<file path="src/rtl/zero_padded_2d_convolution_macros.svh">
`ifndef ZERO_PADDED_2D_CONVOLUTION_MACROS_SVH
`define ZERO_PADDED_2D_CONVOLUTION_MACROS_SVH

// same-cycle implication, checked outside reset
`define ZPC_ASSERT_NOW(lbl, clk, rst, ante, cons, msg) \
   lbl: assert property (@(posedge clk) disable iff (rst) (ante) |-> (cons)) \
      else $error(msg);

// next-cycle implication, checked outside reset
`define ZPC_ASSERT_NEXT(lbl, clk, rst, ante, cons, msg) \
   lbl: assert property (@(posedge clk) disable iff (rst) (ante) |=> (cons)) \
      else $error(msg);

`endif

</file>
<file path="src/rtl/zpc_pkg.sv">
`default_nettype none
package zpc_pkg;
   localparam int MAX_MASK   = 7;
   localparam int MAX_WIDTH  = 1024;
   localparam int MAX_HEIGHT = 1024;
   localparam int TAP_DEPTH  = MAX_MASK * MAX_MASK;
   localparam int LINE_DEPTH = (MAX_MASK - 1) * MAX_WIDTH + MAX_MASK;
   localparam int TAP_AW     = $clog2(TAP_DEPTH);
   localparam int LINE_AW    = $clog2(LINE_DEPTH);
   localparam int POS_W      = $clog2((MAX_HEIGHT + MAX_MASK) * MAX_WIDTH + MAX_MASK);
   localparam int MASK_LIM   = ((MAX_MASK - 1) | 1) > MAX_MASK ? ((MAX_MASK - 1) | 1) - 2
                                                               : ((MAX_MASK - 1) | 1);

   localparam logic [1:0] FUNC_TAP = 2'd0;
   localparam logic [1:0] FUNC_PIX = 2'd1;
   localparam logic [1:0] FUNC_PAD = 2'd2;

   localparam logic [1:0] REG_WIDTH  = 2'd0;
   localparam logic [1:0] REG_HEIGHT = 2'd1;
   localparam logic [1:0] REG_MASK   = 2'd2;

   typedef struct packed {
      logic               en;
      logic [5:0]         idx;
      logic signed [15:0] val;
   } tap_wr_type;
endpackage
`default_nettype wire

</file>
<file path="src/rtl/zpc_taps.sv">
`default_nettype none
`include "zero_padded_2d_convolution_macros.svh"
module zpc_taps
   import zpc_pkg::*;
(
   input  wire logic               clock,
   input  wire logic               reset,
   input  wire tap_wr_type         wr,
   input  wire logic [TAP_AW-1:0]  rd_idx,
   output logic signed [15:0]      rd_data
);
   logic signed [15:0]  tap_mem [0:TAP_DEPTH-1];
   logic [TAP_DEPTH-1:0] valid_ff;
   logic signed [15:0]  rd_raw_ff;
   logic                rd_ok_ff;
   logic                wr_hit;

   assign wr_hit = wr.en && (wr.idx < 6'(TAP_DEPTH));

   always_ff @(posedge clock) begin
      if (wr_hit) begin
         tap_mem[wr.idx[TAP_AW-1:0]] <= wr.val;
      end
      rd_raw_ff <= tap_mem[rd_idx];
   end

   always_ff @(posedge clock) begin
      if (reset) begin
         valid_ff <= '0;
         rd_ok_ff <= 1'b0;
      end else begin
         if (wr_hit) valid_ff[wr.idx[TAP_AW-1:0]] <= 1'b1;
         rd_ok_ff <= valid_ff[rd_idx];
      end
   end

   assign rd_data = rd_ok_ff ? rd_raw_ff : 16'sd0;

   `ZPC_ASSERT_NEXT(a_tap_valid, clock, reset, wr_hit, valid_ff[$past(wr.idx[TAP_AW-1:0])], "tap write lost")
   `ZPC_ASSERT_NOW(a_rd_range, clock, reset, 1'b1, rd_idx < TAP_AW'(TAP_DEPTH), "tap read out of range")
   `ZPC_ASSERT_NEXT(a_rd_zero, clock, reset, !valid_ff[rd_idx], rd_data == 16'sd0, "unwritten tap not zero")
endmodule
`default_nettype wire

</file>
<file path="config.mk">
export PLATFORM = sky130hd
export DESIGN_NAME = zpc_taps
export DESIGN_NICKNAME = d
export VERILOG_FILES = /design/src/rtl/zpc_pkg.sv /design/src/rtl/zpc_taps.sv
export VERILOG_INCLUDE_DIRS = /design/src /design/src/rtl
export SDC_FILE = /design/constraint.sdc
export NUM_CORES = 1
export LEC_CHECK = 0
export ABC_CLOCK_PERIOD_IN_PS = 2470
export BUFFER_PORTS_ARGS = -buffer_cell sky130_fd_sc_hd__buf_4
export CAP_MARGIN = 0
export CORE_MARGIN = 2
export CORE_UTILIZATION = 55
export DETAILED_ROUTE_END_ITERATION = 6
export HOLD_SLACK_MARGIN = 0.03
export PLACE_DENSITY = 0.71
export SYNTH_ARGS = -nofsm -noshare
export SYNTH_HDL_FRONTEND = slang
export SYNTH_SLANG_ARGS = --single-unit
export TNS_END_PERCENT = 10
</file>
<file path="constraint.sdc">
create_clock -name clock -period 2.47 [get_ports clock]
set_input_delay 0.247 -clock clock [delete_from_list [all_inputs] [get_ports clock]]
set_output_delay 0.247 -clock clock [all_outputs]
set_load 0.02 [all_outputs]
</file>
* Word level (Yosys, flattened, before mapping)
Memories as Yosys holds them, arrays and structs flattened. A register that Yosys moved wholly into a read port is not among the register bits. Cells that the tools add are included. Widths: inputs -> output; s select.
Word-level totals: RAM bits 784, word-level logic and storage cells 17, flip-flop bits (word level) 50, input bits 31, memories kept 1
Memory list:
- tap_mem | depth 49, width 16, rd ports 1, clocked after Yosys merged registers in 1, write ports 1, line zpc_taps.sv:12 | logic signed [15:0] tap_mem [0:TAP_DEPTH-1];
Cells by class: bitwise logic cells 1, $lt $le $gt $ge 4, mux-type cells 7, reduce and logical (&&, ||, !) cells 2
Operators by type and width (count):
- $or 49x49->49 | 1
- $mux 16 | 1
- $lt 6x7->1 const B | 2
- $bmux 1 s6 | 1
- $demux 1 s6 | 1
- $ge 6x1->1 const B | 1
- $lt 6x6->1 const B | 1
- $mux 1 | 4
- $logic_and 1x1->1 | 2

* Depth between registers and ports, before layout
Gate-level depths: netlist of the first run.
word-level depth 5, gate-level depth with buffers 9, gate-level depth less buffers 5

* Worst setup path before layout of the first run
No wires, ideal clock.
path kind input port to flip-flop, start point input port wr[17] in the netlist's numbering, end point memory tap_mem[14][0] (enable), arrival 1874 ps, slack 208 ps, setup time 388 ps, cell stages on the path 5, buffers on the path 0, path through nor4_1 > nand2_1 > a21oi_1 > nand3_1 > nor2_1
Between the ends: longest elaborated chain between the ends 4
Ends and longest elaborated chain:
- start: declaration | line zpc_taps.sv:8 | input wire tap_wr_type wr,
- $lt 6x6->1 | line zpc_taps.sv:18 | assign wr_hit = wr.en && (wr.idx < 6'(TAP_DEPTH));
- $logic_and 1x1->1 | line zpc_taps.sv:18
- $mux 1 | line zpc_taps.sv:21 | if (wr_hit) begin
- $mux 1 (not written as such) | line zpc_taps.sv:22 | tap_mem[wr.idx[TAP_AW-1:0]] <= wr.val;
- end: declaration | line zpc_taps.sv:12
Several ways; a longest one is shown, not always the timed one.

* Final worst setup path of the first run
start point register rd_ok_ff, end point output port rd_data[13]
Between the ends: longest elaborated chain between the ends 1
Ends and longest elaborated chain:
- start: declaration | line zpc_taps.sv:15 | logic rd_ok_ff;
- start signal: assignment | line zpc_taps.sv:33 | rd_ok_ff <= valid_ff[rd_idx];
- $mux 16 | line zpc_taps.sv:37 | assign rd_data = rd_ok_ff ? rd_raw_ff : 16'sd0;
- end: declaration | line zpc_taps.sv:10 | output logic signed [15:0] rd_data
No other way between the ends.

==> impl_results.md, run 1 <==
* Status: completed
* Row count at 89
* I/O pin cnt at 47
* TritonCTS clock tree: built
* Crit path max-delay cell type: dfxtp_1
* First-pass GRT wire length at ~110000 um
* CTS root buffer: clkbuf_16
* Cell taking the most area after synthesis: edfxtp_1
* GRT overflow at 0
* DR pass1 iterations at 5
* Post-Syn Nets at 1646
* Chip Width at ~250 um
* Ys flop type: edfxtp_1
* Non-Filler Instances at about 2600
* Num CTS Buffers at 84
* Initial drt markers at 1919
* Worst R2R Path Depth at 6
* Post-Syn Instances at 1615
* Pre-CTS setup slack at between 0.005 and 0.006 ns
* Skew final at about 0.018 ns
* Flops & latches, synth at between 800 and 900
* Cell family with most CP delay: flip-flops
* Final setup viols at 0
* YS warnings at 0
* Largest stage delay, worst path at around 0.76 ns
* Hold Path Depth at 2
* Startpoint Class: flip-flop
* Ranking of synthesized cells by area: edfxtp_1, mux4_2, dfxtp_1
* Min-delay src: reset
* Post-synth EDFFs at slightly below 800
* Fmax at about 480 MHz
* Unique cell type count in the Yosys netlist at between 40 and 50
* Share of layout cells above drive strength 1 at 28.0%
* WP data required at between 2 and 2.5 ns
* Async SR Flop Fraction at 0%
* Crit path cell chain: and2_1 > buf_4
* CTS clk-pin slew, worst paths at approximately 0.060 ns
* Max Slew Vio Count at 0
* Input/output buffers at between 40 and 50
* Residual DRC at 0
* Initial Util at a little under three fifths
* Fin util at between 60% and 70%
* Total die area at between 60000 and 70000 um^2
* Post-DR vias/cell at 6.34
* Hold endpoint: valid_ff[22]
* Tightest Pin Transition at a little under 1 ns
* Placed cells at approximately 2500
* Gp weighted congestion at 0.856
* Static Leakage at 12.4 nW
* Largest net degree at the start of global routing at 69
* All-Layer GR Usage at around a quarter
* Power per cell area at between 800 and 900 nW/um^2
* Clock buffer depth at 3
* CP Max Fanout at 16
* Synthesized area at roughly 33000 um^2
* Peak VDD IR at between 600 and 700 uV
* Setup slack after layout at between 0.3 and 0.4 ns
* Core ar. at ~60000 um^2
* Worst endpoint data arrival time at between 1.5 and 2 ns
* Latest clock arrival within the worst-skew pair at 0.63 ns
* Final wirelength at between 70000 and 80000 um
* Setup CP Type: reg2out
* Via count at about 17000
* Area growth from synthesis to layout at 15.1%
* Relative slew slack at approximately a third
* Post-route ant nets at 0
* Total Power at between 30 and 40 mW
* RSZ-0062 raised after global routing: no
* Vias in the first global route at 16700
* Sequential element share of the synthesized area at roughly three quarters
* NumNets Final at 1820
* Yosys top cell area share at a little under three quarters
* Reg2reg end: rd_raw_ff[15]
* R2r setup slk at ~0.41 ns
* DR WL/cell at about 30 um
* Detail Placement HPWL at between 40000 and 50000 um
* Antenna violations before repair at 1
* Clock tree sinks at between 800 and 900
* Fin crit share at around 85%
* Htree depth at 3
* Post-layout min period at 2.10 ns
* Crit end category: output port
* Die H at 248 um
* Max Cap Viol at 0
* Final hold violations at 0
* Average cell area after synthesis at about 20 um^2
* FF-to-FF Start: tap_mem[44][15]
* WP buf/inv at 1
* CTS resizes at 0
* WHS at about 0.064 ns
* Hold Crit Class: in2reg
## metrics by stage
stage                     cell area [um^2]  setup TNS (ns)
after detailed placement             34900               0
after global routing                 37700               0
after CTS                            37700               0
final                                37700               0
after floorplan                      32800               0
after global placement               34900         -0.0920
## how the worst max path moves through the flow
stage	cells past startpoint	end	start	slack, ns
floorplan	5	tap_mem[14][0]	wr[17]	0.21
global placement	7	tap_mem[24][15]	wr[17]	-0.007
detailed placement	7	tap_mem[24][0]	wr[17]	0.005
global route	2	rd_data[5]	rd_ok_ff	0.35
CTS	2	rd_data[1]	rd_ok_ff	0.38
finish	2	rd_data[13]	rd_ok_ff	0.37
## final cells by class
cell class                 count  area, um^2
inverter                       3        11.3
tap                          773         967
fill                        3910       21300
multi-input combinational    675        7350
antenna                        1        2.50
clock inverter                47         551
clock buffer                 104        2250
timing repair buffer         175        1730
sequential                   850       24900
## kinds of logic after synthesis
| group | after synthesis | share of synthesized area [%] |
|---|---|---|
| flops | 850 | 75.9 |
| mux | 276 | 16.4 |
| simple gates | 272 | 3.62 |
| compound gates | 127 | 2.37 |
| buf+inv | 90 | 1.72 |
## cells in the final DEF, fill, tap and decap left out, drive strengths merged, types with 4 or more instances in the layout
cell type	n
a31oi	5
nor2	120
edfxtp	784
nand2	84
o2111a	5
or2	4
mux4	205
bufinv	13
buf	174
nand3	9
mux2i	53
nor2b	8
nor3	4
inv	5
dfxtp	66
a221oi	8
mux2	18
clkbuf	104
nor4	6
o22ai	15
a21oi	79
and2	21
clkinv	30
nand2b	8
## repair_timing
action                                 4_1_cts  5_1_grt
hold buffers                                 1        0
endpoints found under the hold margin        5        0
buffers inserted                             0        0
## per-layer routing
metal / GRT usage (%) / share of wire, %
met1: 37.9 / 42
met2: 40.7 / 48
met3: 4.40 / 8.1
met4: 7.53 / 2.3
met5: 0 / 0
## cell usage after synthesis, types with 2 or more instances
cell	instances
o22ai_1	15
o32ai_1	3
or3_1	3
a221oi_1	8
buf_6	9
clkbuf_1	35
edfxtp_1	784
nand2b_1	8
mux2i_1	53
buf_1	7
mux4_2	195
buf_8	2
or2_2	4
dfxtp_1	66
nand2_1	84
nor2b_1	8
buf_2	22
nor3_1	4
and2_1	21
mux2_2	18
buf_4	7
mux4_1	10
nand3_1	9
buf_12	5
a21oi_1	79
a31oi_1	5
inv_1	2
nor4_1	6
o2111a_1	5
nor2_1	120
a22oi_1	3
## where the power goes
| part | leakage (nW) | total (mW) | switching [mW] | internal [mW] |
|---|---|---|---|---|
| registers | 7.59 | 15.9 | 0.0450 | 15.8 |
| logic | 3.42 | 1.55 | 0.941 | 0.607 |
| clock network | 1.38 | 13.0 | 5.20 | 7.81 |
## sequential cells by signal (all words and copies together) (netlist names)
register and cells:
rd_ok_ff 1, rd_raw_ff 16, tap_mem 784, valid_ff 49
No activity file was read; power rests on OpenSTA's default activity.
==> inputs of run 2 (changes only) <==
--- a/config.mk
+++ b/config.mk
@@ -6,7 +6,7 @@
 export SDC_FILE = /design/constraint.sdc
 export NUM_CORES = 1
 export LEC_CHECK = 0
-export ABC_CLOCK_PERIOD_IN_PS = 2470
+export ABC_CLOCK_PERIOD_IN_PS = 2000
 export BUFFER_PORTS_ARGS = -buffer_cell sky130_fd_sc_hd__buf_4
 export CAP_MARGIN = 0
 export CORE_MARGIN = 2
==> constraint.sdc (replaced) <==
create_clock -name clock -period 2 [get_ports clock]
set_input_delay 0.2 -clock clock [delete_from_list [all_inputs] [get_ports clock]]
set_output_delay 0.2 -clock clock [all_outputs]
set_load 0.02 [all_outputs]
==> run 2 against run 1 <==
Compared with the run above: total power is 22% higher; global-route usage rose by 0.51 points; cell count grew 3.2%; worst setup slack got worse by 0.31 ns; flip-flop and latch count did not move; clock-buffer cell count is 6 higher; via count is 2.5% higher; critical path type is now reg2reg; critical endpoint is now rd_raw_ff[3]; highest routed layer unchanged.
==> impl_results.md, run 2 (same netlist as run 1, synthesis figures left out) <==
* CTS clk-pin slew, worst paths at 0.06 ns (about the same)
* Input/output buffers at 46 (unchanged)
* Setup slack after layout at 0.0662 ns (-0.307 ns)
* Via count at 17100 (+2.5%)
* Max Slew Vio Count at 0 (unchanged)
* FF-to-FF Start: tap_mem[47][3]
* Residual DRC at 0 (unchanged)
* Row count at 89 (unchanged)
* Crit path cell chain: mux4_2 > mux4_2 > mux2i_2 > a22oi_1
* Placed cells at 2555 (+3.2%)
* WHS at 0.0846 ns (+0.0210 ns)
* NumNets Final at 1903 (+4.6%)
* Post CTS Setup Buffer Count at 0 (unchanged)
* Final setup viols at 0 (unchanged)
* Htree depth at 3 (unchanged)
* Post-route ant nets at 0 (unchanged)
* CTS root buffer: clkbuf_16
* Largest net degree at the start of global routing at 52 (-25%)
* Die H at 248 um (unchanged)
* Fin util at 65.6% (+1.6 points)
* CP startpoint: tap_mem[47][3]
* TritonCTS clock tree: built
* Most used cell, CP: mux4_2
* Final TNS setup at 0 ns (unchanged)
* Chip Width at 248 um (unchanged)
* First-pass GRT wire length at 115000 um (+2.0%)
* Vias in the first global route at 17200 (+3.3%)
* Num CTS Buffers at 85 (+1.2%)
* Initial Util at 55.5% (unchanged)
* Cell family with most CP delay: multiplexers
* Peak VDD IR at 728 uV (+17%)
* Initial drt markers at 2027 (+5.6%)
* Crit path max-delay cell type: mux4_2
* Startpoint Class: flip-flop
* Setup CP Type: reg2reg
* DR pass1 iterations at 6 (+1)
* Share of layout cells above drive strength 1 at 31.3% (+3.2 points)
* Most frequent cells in the layout: edfxtp_1, mux4_2, buf_4, nor2_1, clkbuf_16
* Clock buffer depth at 3 (unchanged)
* Tightest Pin Transition at 0.689 ns (-0.282 ns)
* All-Layer GR Usage at 26.4% (+0.51 points)
* GRT overflow at 0 (unchanged)
* Gp weighted congestion at 0.866 (+1.1%)
* Final hold violations at 0 (unchanged)
* Total die area at 61600 um^2 (unchanged)
* Max FFs per register at 784 (unchanged)
* Status: completed
* Relative slew slack at 54.1% (+19 points)
* DR WL/cell at 29.2 um (-1.0%)
* Max Cap Viol at 0 (unchanged)
* Commonest non-fill, non-tap cell in the layout: edfxtp_1
* Non-Filler Instances at 2711 (+3.2%)
* Power per cell area at 957 nW/um^2 (+19%)
* Post-DR vias/cell at 6.30 (-0.67%)
* WP buf/inv at 0 (-1)
* Crit end category: flip-flop
* Total Power at 37.0 mW (+22%)
* RSZ-0062 raised after global routing: no
* WP data required at 2.49 ns (+0.27 ns)
* CP Max Fanout at 1 (-15)
* Antenna violations before repair at 2 (+1)
* Static Leakage at 12.8 nW (+3.5%)
* Worst endpoint data arrival time at 2.43 ns (+0.58 ns)
* Largest stage delay, worst path at 0.54 ns (-0.22 ns)
* Area growth from synthesis to layout at 18.0%
* Latest clock arrival within the worst-skew pair at 0.63 ns (about the same)
* Placement Cell Area at 35900 um^2 (+2.9%)
* Skew final at 0.0312 ns (+0.0130 ns)
* Hold Crit Class: in2reg
* Core ar. at 59000 um^2 (unchanged)
* Fmax at roughly 520 MHz
* I/O pin cnt at 47 (unchanged)
* Fin area at 38700 um^2 (+2.5%)
* Post-layout min period at between 1.5 and 2 ns
* Min-delay src: wr[2]
* Clock tree sinks at 850 (unchanged)
* Detail Placement HPWL at 48200 um (+2.9%)
* N_diodes at 0 (-1)
* Final wirelength at 79100 um (+2.1%)
* Fin crit share at 96.7%
* Pre-CTS setup slack at -0.422 ns (-0.427 ns)
run 2: cell count changes in the layout (fill, tap and decap cells not counted), sizes merged:
cell         previous run  this run
clkbuf                104       110
diode                   1         0
buf                   174       254
dlygate4sd3             1         3
bufinv                 13         6
clkinvlp                2         3
inv                     5         7
run 2: path summary, 6_finish.rpt:
path / end / cells past startpoint / slack [ns]
max: rd_raw_ff[3] / 4 / 0.07
min: tap_mem[16][2] / 1 / 0.08
max reg2reg: rd_raw_ff[3] / 4 / 0.07
min reg2reg: rd_raw_ff[12] / 2 / 0.45
run 2: area by class of cell:
type | count | area (um^2)
Sequential cell | 850 | 24900
Fill cell | 3764 | 20300
Multi-Input combinational cell | 675 | 7410
Timing Repair Buffer | 257 | 2750
Clock buffer | 110 | 2310
Tap cell | 773 | 967
Clock inverter | 43 | 372
Inverter | 3 | 11.3
run 2: layer usage:
layer	global-route usage [%]	wire (um)	up-vias
met2	41.8	38300	875
met1	37.0	31000	8949
met3	5.11	6910	151
li1	-	-	7102
met4	9.89	2880	0
met5	0	0	-
run 2: repair_timing:
item | in CTS | in global routing
resized for setup | 4 | 6
hold buffers | 3 | 0
pin swaps | 1 | 1
setup endpoints to repair | 2 | 7
hold endpoints to repair | 34 | 0
run 2: power breakdown:
group	total [mW]	internal (mW)	leakage (nW)	switching, mW
clock	15.3	8.92	1.32	6.43
sequential	19.6	19.5	7.59	0.0546
combinational	2.07	0.870	3.92	1.20
total	37.0	29.3	12.8	7.69
==> inputs of run 3 (changes only) <==
--- a/config.mk
+++ b/config.mk
@@ -6,14 +6,15 @@
 export SDC_FILE = /design/constraint.sdc
 export NUM_CORES = 1
 export LEC_CHECK = 0
-export ABC_CLOCK_PERIOD_IN_PS = 2000
+export ABC_AREA = 0
+export ABC_CLOCK_PERIOD_IN_PS = 1550
 export BUFFER_PORTS_ARGS = -buffer_cell sky130_fd_sc_hd__buf_4
 export CAP_MARGIN = 0
 export CORE_MARGIN = 2
 export CORE_UTILIZATION = 55
 export DETAILED_ROUTE_END_ITERATION = 6
 export HOLD_SLACK_MARGIN = 0.03
-export PLACE_DENSITY = 0.71
+export PLACE_DENSITY = 0.74
 export SYNTH_ARGS = -nofsm -noshare
 export SYNTH_HDL_FRONTEND = slang
 export SYNTH_SLANG_ARGS = --single-unit
==> constraint.sdc (replaced) <==
create_clock -name clock -period 1.55 [get_ports clock]
set_input_delay 0.155 -clock clock [delete_from_list [all_inputs] [get_ports clock]]
set_output_delay 0.155 -clock clock [all_outputs]
set_load 0.02 [all_outputs]
==> run 3 against run 2 <==
Compared with the run above: the run now ends with setup timing left; routed wire length up 4.7%; worst hold slack worse by 0.042 ns; clock power is 29% higher; cell count increased by 1.5%; flip-flop and latch count stayed put; via count is 2.8% higher; die area stayed put; worst setup slack got worse by 0.45 ns; fmax is essentially flat; clock-buffer cell count grew 3; sequential share of layout area fell by 2.5 points; core utilization up 2.7 points; critical path type unchanged.
==> impl_results.md, run 3 (same netlist as run 1, synthesis figures left out) <==
* Cell family with most CP delay: multiplexers
* Fin util at 68.2% (+2.7 points)
* I/O pin cnt at 47 (unchanged)
* Gp weighted congestion at 0.892 (+3.1%)
* Relative slew slack at 54.4% (+0.29 points)
* Setup slack after layout at -0.385 ns (-0.451 ns)
* Core ar. at 59000 um^2 (unchanged)
* Detail Placement HPWL at 49500 um (+2.7%)
* TritonCTS clock tree: built
* Initial drt markers at 1945 (-4.0%)
* Skew final at 0.0293 ns (-0.00186 ns)
* Crit path max-delay cell type: mux4_2
* Status: complete, but fails checks
* Antenna violations before repair at 3 (+1)
* Fmax at 517 MHz (about the same)
* Die H at 248 um (unchanged)
* DR WL/cell at 30.1 um (+3.1%)
* Worst endpoint data arrival time at 2.44 ns (about the same)
* Largest net degree at the start of global routing at 50 (-3.8%)
* Violated checks: setup timing
* DR pass1 iterations at 5 (-1)
* Vias in the first global route at 17900 (+3.9%)
* Largest stage delay, worst path at 0.48 ns (-0.06 ns)
* Final hold violations at 0 (unchanged)
* Final setup viols at 24 (+24)
* Total die area at 61600 um^2 (unchanged)
* Most frequent cells in the layout: edfxtp_1, mux4_2, buf_4, buf_12, clkbuf_16
* Residual DRC at 0 (unchanged)
* Power per cell area at 1200 nW/um^2 (+25%)
* WP buf/inv at 1 (+1)
* Via count at 17600 (+2.8%)
* Num CTS Buffers at 84 (-1.2%)
* GRT overflow at 0 (unchanged)
* Row count at 89 (unchanged)
* Max Slew Vio Count at 0 (unchanged)
* CTS root buffer: clkbuf_16
* Post-layout min period at 1.93 ns (+0.000772 ns)
* RSZ-0062 raised after global routing: yes
* Share of layout cells above drive strength 1 at 38.6% (+7.4 points)
* All-Layer GR Usage at 27.8% (+1.4 points)
* WP data required at 2.06 ns (-0.43 ns)
* Crit path cell chain: mux4_2 > mux2i_2 > o22ai_2 > nor4_2 > buf_4 > a31oi_1
* Post-DR vias/cell at 6.38 (+1.4%)
* Peak VDD IR at 1120 uV (+54%)
* WHS at 0.0430 ns (-0.0417 ns)
* Setup CP Type: reg2reg
* Startpoint Class: flip-flop
* Post CTS Setup Buffer Count at 0 (unchanged)
* Input/output buffers at 46 (unchanged)
* Area growth from synthesis to layout at 22.9%
* Latest clock arrival within the worst-skew pair at 0.65 ns (+0.02 ns)
* Final wirelength at 82800 um (+4.7%)
* Max FFs per register at 784 (unchanged)
* Crit end category: flip-flop
* Commonest non-fill, non-tap cell in the layout: edfxtp_1
* NumNets Final at 1940 (+1.9%)
* Initial Util at 55.5% (unchanged)
* Static Leakage at 13.2 nW (+3.0%)
* Clock tree sinks at 850 (unchanged)
* Hold Crit Class: in2reg
* Post-route ant nets at 0 (unchanged)
* Max Cap Viol at 0 (unchanged)
* CP Max Fanout at 1 (unchanged)
* CTS clk-pin slew, worst paths at 0.06 ns (about the same)
* Htree depth at 3 (unchanged)
* Clock buffer depth at 3 (unchanged)
* Fin crit share at 125% (+28 points)
* First-pass GRT wire length at 121000 um (+5.1%)
* Chip Width at 248 um (unchanged)
* Tightest Pin Transition at 0.685 ns (-0.00439 ns)
-- run 3: through the flow --
| stage | std cells | total power [mW] | worst slack [ns] | setup TNS [ns] | instance area [um^2] |
|---|---|---|---|---|---|
| floorplan | 1615 | 27.1 | -0.249 | -131.87 | 33200 |
| global placement | 2585 | 28.5 | -1.05 | -180.97 | 36900 |
| detailed placement | 2585 | 28.5 | -1.05 | -192.92 | 36900 |
| CTS | 2750 | 48.2 | -0.389 | -4.32 | 40000 |
| global route | 2751 | 49.3 | -0.435 | -4.44 | 40300 |
| finish | 2751 | 48.1 | -0.385 | -3.21 | 40300 |
-- run 3: metal layers --
metal / GRT usage (%) / share of wire, % / up-vias
li1: - / - / 7198
met3: 5.94 / 9.7 / 180
met5: 0 / 0.028 / -
met4: 11.0 / 3.7 / 4
met1: 38.3 / 38 / 9168
met2: 44.1 / 48 / 1013
-- run 3: timing repair --
action | CTS | global route
pin swaps | 9 | 8
gates resized for setup | 75 | 53
hold endpoints to repair | 225 | 0
endpoints found under the setup margin | 33 | 33
hold buffers | 11 | 0
-- run 3: final timing paths --
check | depth (start not counted) | startpoint | end | slack, ns
setup / recovery | 6 | tap_mem[45][14] | rd_raw_ff[14] | -0.38
hold / removal | 1 | wr[6] | tap_mem[34][6] | 0.04
setup reg to reg | 6 | tap_mem[45][14] | rd_raw_ff[14] | -0.38
hold reg to reg | 2 | valid_ff[39] | valid_ff[39] | 0.46
-- run 3: final cells by class --
type,count,area [um^2]
Sequential cell,850,24900
Fill cell,3512,18700
Multi-Input combinational cell,675,8360
Timing Repair Buffer,295,3400
Clock buffer,113,2300
Tap cell,773,967
Clock inverter,41,364
Inverter,3,11.3
Antenna cell,1,2.50
-- run 3: power breakdown --
part | internal (mW) | switching [mW] | total [mW]
sequential | 25.2 | 0.0861 | 25.3
clock | 11.3 | 8.46 | 19.8
combinational | 1.32 | 1.74 | 3.06
